File: src/hw/rtl/lfr_pkg.sv
// ----------------------------------------------------------------------------
// LIN frame receiver package
// Shared types, codes and the CRC-8 byte update for the LIN frame receiver.
// ----------------------------------------------------------------------------
package lfr_pkg;

  typedef enum logic [1:0] {
    EV_HEADER = 2'd0,
    EV_GOOD   = 2'd1,
    EV_BAD    = 2'd2,
    EV_DROP   = 2'd3
  } event_t;

  typedef enum logic {
    OP_BYTE = 1'b0,
    OP_TICK = 1'b1
  } op_t;

  localparam logic [7:0]  CRC_POLY        = 8'h8C;
  localparam logic [15:0] TIMEOUT_RESET   = 16'd100;
  localparam logic [15:0] IDLE_MAX        = 16'hFFFF;
  localparam logic [3:0]  HEADER_BYTES    = 4'd4;
  localparam logic [1:0]  LEAD_ZERO_BOTH  = 2'b11;

  typedef struct packed {
    event_t      event_res;
    logic [7:0]  frame_ident;
    logic [63:0] payload;
  } res_t;

  // Reflected CRC-8 update over one byte, no final xor.
  function automatic logic [7:0] crc8_byte(input logic [7:0] crc, input logic [7:0] b);
    logic [7:0] c;
    c = crc ^ b;
    for (int k = 0; k < 8; k++) begin
      if (c[0]) begin
        c = (c >> 1) ^ CRC_POLY;
      end else begin
        c = c >> 1;
      end
    end
    return c;
  endfunction

endpackage

File: src/hw/rtl/lfr_in_if.sv
// ----------------------------------------------------------------------------
// LIN frame receiver input channel
// Valid/ready channel that carries one received byte or one idle tick.
// ----------------------------------------------------------------------------
interface lfr_in_if;
  logic       valid;
  logic       ready;
  logic       op;
  logic [7:0] rx_byte;

  modport source (output valid, output op, output rx_byte, input ready);
  modport sink (input valid, input op, input rx_byte, output ready);
endinterface

File: src/hw/rtl/lfr_out_if.sv
// ----------------------------------------------------------------------------
// LIN frame receiver result channel
// Valid/ready channel that carries one frame event with identifier and data.
// ----------------------------------------------------------------------------
interface lfr_out_if;
  logic        valid;
  logic        ready;
  logic [1:0]  event_res;
  logic [7:0]  frame_ident;
  logic [63:0] payload;

  modport source (output valid, output event_res, output frame_ident, output payload,
                  input ready);
  modport sink (input valid, input event_res, input frame_ident, input payload,
                output ready);
endinterface

File: src/hw/rtl/lin_frame_receiver_crc8.sv
// A result is registered into the output buffer. One byte or tick is taken per cycle
// while the second buffer entry is empty; the CRC update is an unrolled 8-step network.
// A two-entry output buffer keeps input flowing while one result waits to be taken.
// Reset (synchronous, rst_n low) clears the frame state, the idle count and the
// output buffer, and loads the idle timeout with 100.
// ----------------------------------------------------------------------------
// LIN frame receiver with CRC-8 check
// Splits a byte stream into header and response frames, checks the response
// CRC and drops partial frames after an idle timeout.
// ----------------------------------------------------------------------------
module lin_frame_receiver_crc8 #(
  parameter int PAYLOAD_BYTES = 8
) (
  input  logic              clk,
  input  logic              rst_n,
  lfr_in_if.sink            in_ch,
  lfr_out_if.source         out_ch,
  input  logic              cfg_wr_en,
  input  logic [15:0]       cfg_wr_data
);

  localparam int DW = PAYLOAD_BYTES * 8;

  logic [15:0]   timeout_r;
  logic [3:0]    byte_cnt_r, byte_cnt_nxt;
  logic [1:0]    lead_zero_r, lead_zero_nxt;
  logic [7:0]    crc_r, crc_nxt;
  logic [DW-1:0] data_r, data_nxt;
  logic [15:0]   idle_r, idle_nxt;

  lfr_pkg::res_t main_r, main_nxt, skid_r, skid_nxt, res;
  logic          main_v_r, main_v_nxt, skid_v_r, skid_v_nxt, res_v;

  logic        accept;
  logic        out_pop;
  logic [3:0]  cnt_inc;
  logic [1:0]  lead_upd;
  logic [15:0] idle_inc;

  assign in_ch.ready = !skid_v_r;
  assign accept      = in_ch.valid && !skid_v_r;
  assign out_pop     = main_v_r && out_ch.ready;

  assign out_ch.valid       = main_v_r;
  assign out_ch.event_res   = main_r.event_res;
  assign out_ch.frame_ident = main_r.frame_ident;
  assign out_ch.payload     = main_r.payload;

  assign cnt_inc  = byte_cnt_r + 4'd1;
  assign idle_inc = (idle_r == lfr_pkg::IDLE_MAX) ? idle_r : idle_r + 16'd1;
  assign lead_upd = lead_zero_r |
                    {(byte_cnt_r == 4'd1) && (in_ch.rx_byte == 8'd0),
                     (byte_cnt_r == 4'd0) && (in_ch.rx_byte == 8'd0)};

  always_comb begin
    byte_cnt_nxt  = byte_cnt_r;
    lead_zero_nxt = lead_zero_r;
    crc_nxt       = crc_r;
    data_nxt      = data_r;
    idle_nxt      = idle_r;
    res_v         = 1'b0;
    res           = '{event_res: lfr_pkg::EV_HEADER, frame_ident: 8'd0, payload: 64'd0};
    if (accept) begin
      if (in_ch.op == lfr_pkg::OP_TICK) begin
        idle_nxt = idle_inc;
        if ((byte_cnt_r != 4'd0) && (idle_inc > timeout_r)) begin
          byte_cnt_nxt  = 4'd0;
          lead_zero_nxt = 2'd0;
          crc_nxt       = 8'd0;
          data_nxt      = '0;
          res_v         = 1'b1;
          res.event_res = lfr_pkg::EV_DROP;
        end
      end else begin
        idle_nxt      = 16'd0;
        byte_cnt_nxt  = cnt_inc;
        lead_zero_nxt = lead_upd;
        priority if ((cnt_inc == lfr_pkg::HEADER_BYTES) &&
                     (lead_upd == lfr_pkg::LEAD_ZERO_BOTH)) begin
          byte_cnt_nxt    = 4'd0;
          lead_zero_nxt   = 2'd0;
          crc_nxt         = 8'd0;
          data_nxt        = '0;
          res_v           = 1'b1;
          res.event_res   = lfr_pkg::EV_HEADER;
          res.frame_ident = in_ch.rx_byte;
        end else if ((lead_upd != lfr_pkg::LEAD_ZERO_BOTH) &&
                     (cnt_inc == 4'(PAYLOAD_BYTES + 1))) begin
          byte_cnt_nxt  = 4'd0;
          lead_zero_nxt = 2'd0;
          crc_nxt       = 8'd0;
          data_nxt      = '0;
          res_v         = 1'b1;
          res.event_res = (in_ch.rx_byte == crc_r) ? lfr_pkg::EV_GOOD : lfr_pkg::EV_BAD;
          res.payload   = 64'(data_r);
        end else begin
          if (byte_cnt_r < 4'(PAYLOAD_BYTES)) begin
            crc_nxt = lfr_pkg::crc8_byte(crc_r, in_ch.rx_byte);
            for (int i = 0; i < PAYLOAD_BYTES; i++) begin
              if (byte_cnt_r == 4'(i)) begin
                data_nxt[i*8 +: 8] = in_ch.rx_byte;
              end
            end
          end
        end
      end
    end
  end

  always_comb begin
    main_nxt   = main_r;
    main_v_nxt = main_v_r;
    skid_nxt   = skid_r;
    skid_v_nxt = skid_v_r;
    if (!main_v_r || out_pop) begin
      if (skid_v_r) begin
        main_nxt   = skid_r;
        main_v_nxt = 1'b1;
        skid_v_nxt = 1'b0;
      end else begin
        main_nxt   = res;
        main_v_nxt = res_v;
      end
    end else if (res_v) begin
      skid_nxt   = res;
      skid_v_nxt = 1'b1;
    end
  end

  always_ff @(posedge clk) begin
    if (!rst_n) begin
      timeout_r   <= lfr_pkg::TIMEOUT_RESET;
      byte_cnt_r  <= 4'd0;
      lead_zero_r <= 2'd0;
      crc_r       <= 8'd0;
      data_r      <= '0;
      idle_r      <= 16'd0;
      main_v_r    <= 1'b0;
      skid_v_r    <= 1'b0;
    end else begin
      if (cfg_wr_en) begin
        timeout_r <= cfg_wr_data;
      end
      byte_cnt_r  <= byte_cnt_nxt;
      lead_zero_r <= lead_zero_nxt;
      crc_r       <= crc_nxt;
      data_r      <= data_nxt;
      idle_r      <= idle_nxt;
      main_v_r    <= main_v_nxt;
      skid_v_r    <= skid_v_nxt;
    end
  end

  always_ff @(posedge clk) begin
    main_r <= main_nxt;
    skid_r <= skid_nxt;
  end

endmodule
File: src/flat_wrapper.sv
// flat-port wrapper written by rule: the top's interface ports become plain ports
module lin_frame_receiver_crc8_flat 
#(
  parameter int PAYLOAD_BYTES = 8
)
  (clk, rst_n, cfg_wr_en, cfg_wr_data, in_ch_valid, in_ch_op, in_ch_rx_byte, in_ch_ready, out_ch_valid, out_ch_event_res, out_ch_frame_ident, out_ch_payload, out_ch_ready);
  lfr_in_if in_ch_i ();
  lfr_out_if out_ch_i ();
  input  logic clk;
  input  logic rst_n;
  input  logic cfg_wr_en;
  input  logic [15:0] cfg_wr_data;
  input wire logic [$bits(in_ch_i.valid)-1:0] in_ch_valid;
  input wire logic [$bits(in_ch_i.op)-1:0] in_ch_op;
  input wire logic [$bits(in_ch_i.rx_byte)-1:0] in_ch_rx_byte;
  output wire logic [$bits(in_ch_i.ready)-1:0] in_ch_ready;
  output wire logic [$bits(out_ch_i.valid)-1:0] out_ch_valid;
  output wire logic [$bits(out_ch_i.event_res)-1:0] out_ch_event_res;
  output wire logic [$bits(out_ch_i.frame_ident)-1:0] out_ch_frame_ident;
  output wire logic [$bits(out_ch_i.payload)-1:0] out_ch_payload;
  input wire logic [$bits(out_ch_i.ready)-1:0] out_ch_ready;
  assign in_ch_i.valid = in_ch_valid;
  assign in_ch_i.op = in_ch_op;
  assign in_ch_i.rx_byte = in_ch_rx_byte;
  assign in_ch_ready = in_ch_i.ready;
  assign out_ch_valid = out_ch_i.valid;
  assign out_ch_event_res = out_ch_i.event_res;
  assign out_ch_frame_ident = out_ch_i.frame_ident;
  assign out_ch_payload = out_ch_i.payload;
  assign out_ch_i.ready = out_ch_ready;
  lin_frame_receiver_crc8 #(.PAYLOAD_BYTES(PAYLOAD_BYTES)) u_core (.clk(clk), .rst_n(rst_n), .in_ch(in_ch_i), .out_ch(out_ch_i), .cfg_wr_en(cfg_wr_en), .cfg_wr_data(cfg_wr_data));
endmodule
File: config.mk
export PLATFORM = sky130hd
export DESIGN_NAME = lin_frame_receiver_crc8_flat
export DESIGN_NICKNAME = d
export VERILOG_FILES = /design/src/hw/rtl/lfr_pkg.sv /design/src/hw/rtl/lfr_in_if.sv /design/src/hw/rtl/lfr_out_if.sv /design/src/hw/rtl/lin_frame_receiver_crc8.sv /design/src/flat_wrapper.sv
export SDC_FILE = /design/constraint.sdc
export NUM_CORES = 1
export LEC_CHECK = 0
export ABC_CLOCK_PERIOD_IN_PS = 11600
export BUFFER_PORTS_ARGS = -buffer_cell sky130_fd_sc_hd__buf_2
export CAP_MARGIN = 40
export CORE_ASPECT_RATIO = 0.9
export CORE_MARGIN = 2
export CORE_UTILIZATION = 59
export CTS_CLUSTER_SIZE = 10
export DETAILED_ROUTE_END_ITERATION = 8
export GPL_ROUTABILITY_DRIVEN = 0
export PLACE_DENSITY = 0.79
export SLEW_MARGIN = 15
export SYNTH_ARGS = -nofsm -noshare
export SYNTH_HDL_FRONTEND = slang
export SYNTH_SLANG_ARGS = --single-unit
File: constraint.sdc
create_clock -name clk -period 11.6 [get_ports clk]
set_clock_uncertainty 0.2 [all_clocks]
set_input_delay 2.32 -clock clk [delete_from_list [all_inputs] [get_ports clk]]
set_output_delay 2.32 -clock clk [all_outputs]
set_load 0.02 [all_outputs]
-- Yosys cells after proc, flatten, opt, wreduce, memory -nomap -nowiden
Index checks and enable logic that the tools add are counted.
- word-level logic and storage cells: 173
- output and inout bits: 76
- bits in registers: 260
- bits in writable memories: 0
- input bits: 30
- memories: 0
- bits in read-only memories: 0
- bits in latches: 0
- bitwise operators: 12
- $mul: 0
- $lt $le $gt $ge: 2
- reduce and logical (&&, ||, !) cells: 34
- muxes and demuxes: 88
- divide/modulo/power cells: 0
- eq/ne operators: 14
- shift operators: 0
- $add $sub $neg: 2
- operators by type and width (kind ; number):
    $mux W8 ; 57
    $mux W64 ; 7
    $mux W74 ; 2
    $mux W72 ; 1
    $reduce_bool A4 Y1 ; 10
    $mux W16 ; 2
    $reduce_and A4 Y1 ; 8
    $not A2 Y3 ; 8
    $eq A4 B3 Y1 const B ; 5
    $mux W2 ; 9
    $add A16 B1 Y16 const B ; 1
    $eq A16 B16 Y1 const B ; 1
    $gt A16 B16 Y1 ; 1
    $mux W4 ; 4
    $eq A4 B2 Y1 const B ; 2
    $eq A8 B8 Y1 ; 1
    $logic_not A8 Y1 ; 1
    $xor A8 B8 Y8 ; 1
    $logic_and A1 B1 Y1 ; 7
    $mux W1 ; 6
    $add A4 B1 Y4 const B ; 1
    $eq A4 B1 Y1 const B ; 1
    $eq A4 B4 Y1 const B ; 1
    $logic_not A4 Y1 ; 1
    11 further kinds ; 14

-- Depth between registers and ports, before layout
- depth after elaboration: 57
- mapped depth: 16
- mapped depth without buffers: 13

-- Worst setup path before layout
No wires, ideal clock.
- path type: input -> register
- start: in out_ch_ready
- end: reg u_core.skid_r[0] (netlist bit) (enable)
- buffers on the path: 0
- data arrival time: 8.778 ns
- setup time: 0.597 ns
- cell stages on the path: 3
- required time: 10.803 ns
- slack: 2.025 ns
- cell sequence: nor2b_1 > inv_1 > nor3_1
- longest elaborated chain between the ends: 4
- ends and longest elaborated chain (element ; RTL line ; RTL):
    start: declaration ; flat_wrapper.sv:21 ; input wire logic [$bits(out_ch_i.ready)-1:0] out_ch_ready;
    $logic_and A1 B1 Y1 ; lin_frame_receiver_crc8.sv:42 ; assign out_pop = main_v_r && out_ch.ready;
    $logic_or A1 B1 Y1 ; lin_frame_receiver_crc8.sv:115 ; if (!main_v_r || out_pop) begin
    $not A1 Y1 (no line) ; n/a ;
    $reduce_and A2 Y1 (no line) ; n/a ;
    end signal: assignment ; lin_frame_receiver_crc8.sv:156 ; skid_r <= skid_nxt;
    end: declaration ; lin_frame_receiver_crc8.sv:31 ; lfr_pkg::res_t main_r, main_nxt, skid_r, skid_nxt, res;
Every way passes these cells.
A chain may end at the register's enable or synchronous reset.

-- Final worst setup path
- start: reg u_core.idle_r[3]
- end: reg u_core.skid_r[73] (netlist bit) (enable)
- longest elaborated chain between the ends: 8
- elaborated cells between the ends (all ways): 9
- classes of those cells: add/sub: 1; order compare: 1; eq/ne: 1; mux: 4; reduce/logical: 2
- ends and longest elaborated chain (element ; RTL line ; RTL):
    start: declaration ; lin_frame_receiver_crc8.sv:29 ; logic [15:0] idle_r, idle_nxt;
    start signal: assignment ; lin_frame_receiver_crc8.sv:148 ; idle_r <= idle_nxt;
    $add A16 B1 Y16 / $eq A16 B16 Y1 (equally long branches) ; lin_frame_receiver_crc8.sv:50 ; assign idle_inc = (idle_r == lfr_pkg::IDLE_MAX) ? idle_r : idle_r + 16'd1;
    $mux W16 * ; lin_frame_receiver_crc8.sv:50 ;
    $gt A16 B16 Y1 * ; lin_frame_receiver_crc8.sv:66 ; if ((byte_cnt_r != 4'd0) && (idle_inc > timeout_r)) begin
    $logic_and A1 B1 Y1 * ; lin_frame_receiver_crc8.sv:66 ;
    $mux W1 * ; lin_frame_receiver_crc8.sv:66 ;
    $mux W1 * ; lin_frame_receiver_crc8.sv:64 ; if (in_ch.op == lfr_pkg::OP_TICK) begin
    $mux W1 * ; lin_frame_receiver_crc8.sv:63 ; if (accept) begin
    $reduce_and A2 Y1 (no line) * ; n/a ;
Mark *: on every way between the ends. The rest lies on a longest branch, timed or not.

==> results_dict.tcl <==
set metrics [dict create \
    synthTopCellsByArea "edfxtp_1, dfxtp_1, mux2i_1, a21o_1, and3_1" \
    vias_per_cell 5.903 \
    synth_edf_count 148 \
    ys_seq_area_frac 0.5927 \
    slew_viol_final 0 \
    path_cells "nand4_1 -> nor2_1 -> nand3_1 -> mux2_2 -> ha_1 -> nor2b_1 -> o211ai_1 -> a2111oi_0 -> nand4b_1 -> nand2_1 -> nor3_2 -> buf_4" \
    r2r-end "u_core.skid_r[73]" \
    path_max_fanout 40 \
    cpPeakStageDelay_ps 560 \
    reg2reg_from "u_core.idle_r[3]" \
    fmax_mhz 193.3 \
    finalSetupTns_ps 0 \
    power_frac_clock 0.430 \
    r2r_slack_ps 6430 \
    hold_depth 2 \
    stdcell_count 1311 \
    hold_end "u_core.data_r[23]" \
    ios 106 \
    synth_compound_area_frac 0.1291 \
    grt_max_degree 87 \
    net-switching-power_mw 0.4297 \
    synth-warning-count 0 \
    initial_utilization 0.6071 \
    synth_top_family_by_area "simple AND/OR/NAND/NOR gates" \
    cap_viol_max_count 0 \
    fp.dieArea_um2 20250 \
    muxShareOfSynthArea 0.05789 \
    place_area_um2 11990 \
    final.period_utilization 0.4460 \
    hold_violations 0 \
    drive_above_1_share 0.1642 \
    core_area_um2 18580 \
    layout_common_cells "edfxtp_1, dfxtp_1, nand2_1" \
    first_pass_iters 5 \
    die_y_um 135.2 \
    synthCells 955 \
    postCtsSetupRepairBufs 0 \
    num_antenna_cells 0 \
    synth_cell_types 67 \
    cts_inserted_buffers 30 \
    crit_type "flop to flop" \
    peakVddDrop_v 0.0001174 \
    cts_tree "done" \
    min_from "u_core.data_r[23]" \
    numClockSinks 260 \
    cts.repair.resized 0 \
    dp_hpwl_um 14920 \
    area_delta_synth_final_pct 14.13 \
    port_buffers 105 \
    ys_ff_latch 260 \
    critical-path-top-delay-family "simple AND/OR/NAND/NOR gates" \
    wl_um 23270 \
    yosysTopAreaCell "edfxtp_1" \
    required_ps 11580 \
    die_w_um 149.8 \
    worstRegToRegCells 12 \
    async_flop_share 0 \
    drt_iter0_markers 618 \
    avgSynthCellArea_um2 11.81 \
    timing.critical_path.buf_inv 1 \
    synth_xor_xnor_area_share 0.02407 \
    clock_latency_ps 550 \
    endpoint_kind "flop" \
    std_cell_rows 47 \
    status "finished, final reports clean" \
    synthSimpleGateAreaFrac 0.1377 \
    grt_pass1_vias 7330 \
    dpl.cell_count 1257 \
    grt_first_pass_wirelength_um 37660 \
    final_cell_area_um2 12880 \
    rsz0062_at_grt "no" \
    synth_top_area_share 0.3939 \
    grt.total_usage 0.2322 \
    final_common_cell "edfxtp_1" \
    syn-cell-area_um2 11280 \
    synth_nets 1008 \
    drc 0 \
    intPower_mw 1.494 \
    vias 7739 \
    postRouteAntennaNets 0 \
    path_clk_slew_ps 60 \
    htreeDepth 1 \
    synth_adder_area_share 0.02551 \
    setup_violations 0 \
    seq_power_share 0.510 \
    synth_flop_cell "edfxtp_1" \
    root_buffer "clkbuf_16" \
    overflow 0 \
    arrival_ps 5150 \
    hp-class "flop to flop" \
    power_switching_share 0.2233 \
    slew_headroom 0.4451 \
    critPathSlowestCell "nor2_1" \
    power_frac_comb 0.059 \
    nets 1098 \
    antenna_found_initial 0 \
    wire_per_inst_um 17.75 \
    hold_buffers 0 \
    period_needed_ps 5174 \
    max_slew.worst_pin.slew_ps 832.4 \
    start_kind "flop" \
    clock_tree.buffer_depth 3 \
    p_leak_nw 5.934 \
    powerDensity_nw_per_um2 149.4 \
]
## worst max-delay path by stage
stage,from,end,depth (start not counted)
6_report,u_core.idle_r[3],u_core.skid_r[73],12
5_1_grt,u_core.idle_r[0],u_core.skid_r[72],13
2_1_floorplan,out_ch_ready,u_core.skid_r[0],3
4_1_cts,u_core.idle_r[3],u_core.skid_r[73],12
3_5_place_dp,in_ch_rx_byte[4],u_core.data_r[16],7
3_3_place_gp,rst_n,u_core.crc_r[4],5
## worst register-to-register path, cell delays in order (launching register included)
cell and delay, ps:
dfxtp_1 470, nand4_1 290, nor2_1 560, nand3_1 510
mux2_2 430, ha_1 290, nor2b_1 130, o211ai_1 90
a2111oi_0 510, nand4b_1 360, nand2_1 230, nor3_2 230
buf_4 470
## kinds of logic (layout without fill, tap and decap cells)
family                     count (synthesis)  count (layout)
DFF                                      260             260
xor gates and xnor gates                  31              31
AOI/OAI and AO/OA                        186             186
muxes                                     65              65
adders and majority gates                 23              23
and+or+nand+nor                          304             304
buffers and inverters                     86             197
## state kept, by name, summed over array words and instances (netlist names)
signal,cells
u_core.out_ch.valid,1
u_core.out_ch.event_res,2
u_core.data_r,64
u_core.timeout_r,16
u_core.skid_v_r,1
u_core.byte_cnt_r,4
u_core.lead_zero_r,2
u_core.crc_r,8
u_core.skid_r,74
u_core.out_ch.frame_ident,8
u_core.out_ch.payload,64
u_core.idle_r,16
## per-stage QoR
step / power [mW] / hold WS, ps / util / setup slack (ps)
floorplan: 1.082 / 230.3 / - / 2025
detailed placement: 1.111 / 242.7 / 0.6454 / 6302
global placement: 1.106 / 237.6 / 0.6409 / 5997
global route: 1.985 / 272.4 / 0.6929 / 6008
CTS: 1.931 / 251.7 / 0.6914 / 6538
finish: 1.924 / 253.1 / 0.6929 / 6426
## cell type report
class	instances	area [um^2]
Clock inverter	2	25.02
Timing Repair Buffer	117	690.7
Clock buffer	51	829.5
Tap cell	245	306.5
Inverter	27	101.3
Sequential cell	260	6688
Multi-Input combinational cell	609	4235
Fill cell	1389	5707
## metal layers
| metal | wire length, um | vias to the layer above | part of all wire | track usage |
|---|---|---|---|---|
| li1 | - | 3721 | - | - |
| met1 | 10800 | 3692 | 0.46 | 0.3365 |
| met2 | 10580 | 276 | 0.45 | 0.3631 |
| met3 | 1298 | 50 | 0.056 | 0.03468 |
| met4 | 594 | 0 | 0.026 | 0.07704 |
| met5 | 0 | - | 0 | 0 |
## cells in the mapped netlist, drive strengths merged (11+ instances only)
| library cell | instances |
|---|---|
| buf | 16 |
| a21o | 73 |
| nand3 | 23 |
| mux2i | 63 |
| ha | 23 |
| o211ai | 16 |
| o32ai | 12 |
| nand4 | 19 |
| dfxtp | 112 |
| nor2 | 35 |
| and3 | 75 |
| o21ai | 11 |
| edfxtp | 148 |
| inv | 26 |
| clkbuf | 43 |
| xnor2 | 25 |
| a21oi | 23 |
| nand2 | 110 |
## power by group through the flow
stage / sequential (mW) / combinational (mW) / clock [mW]
2_1_floorplan: 1.00 / 0.0803 / 0
3_3_place_gp: 1.00 / 0.105 / 0
3_5_place_dp: 1.00 / 0.110 / 0
4_1_cts: 0.982 / 0.111 / 0.838
5_1_grt: 0.983 / 0.125 / 0.878
6_report: 0.982 / 0.114 / 0.828
(Power assumes the default switching activity.)
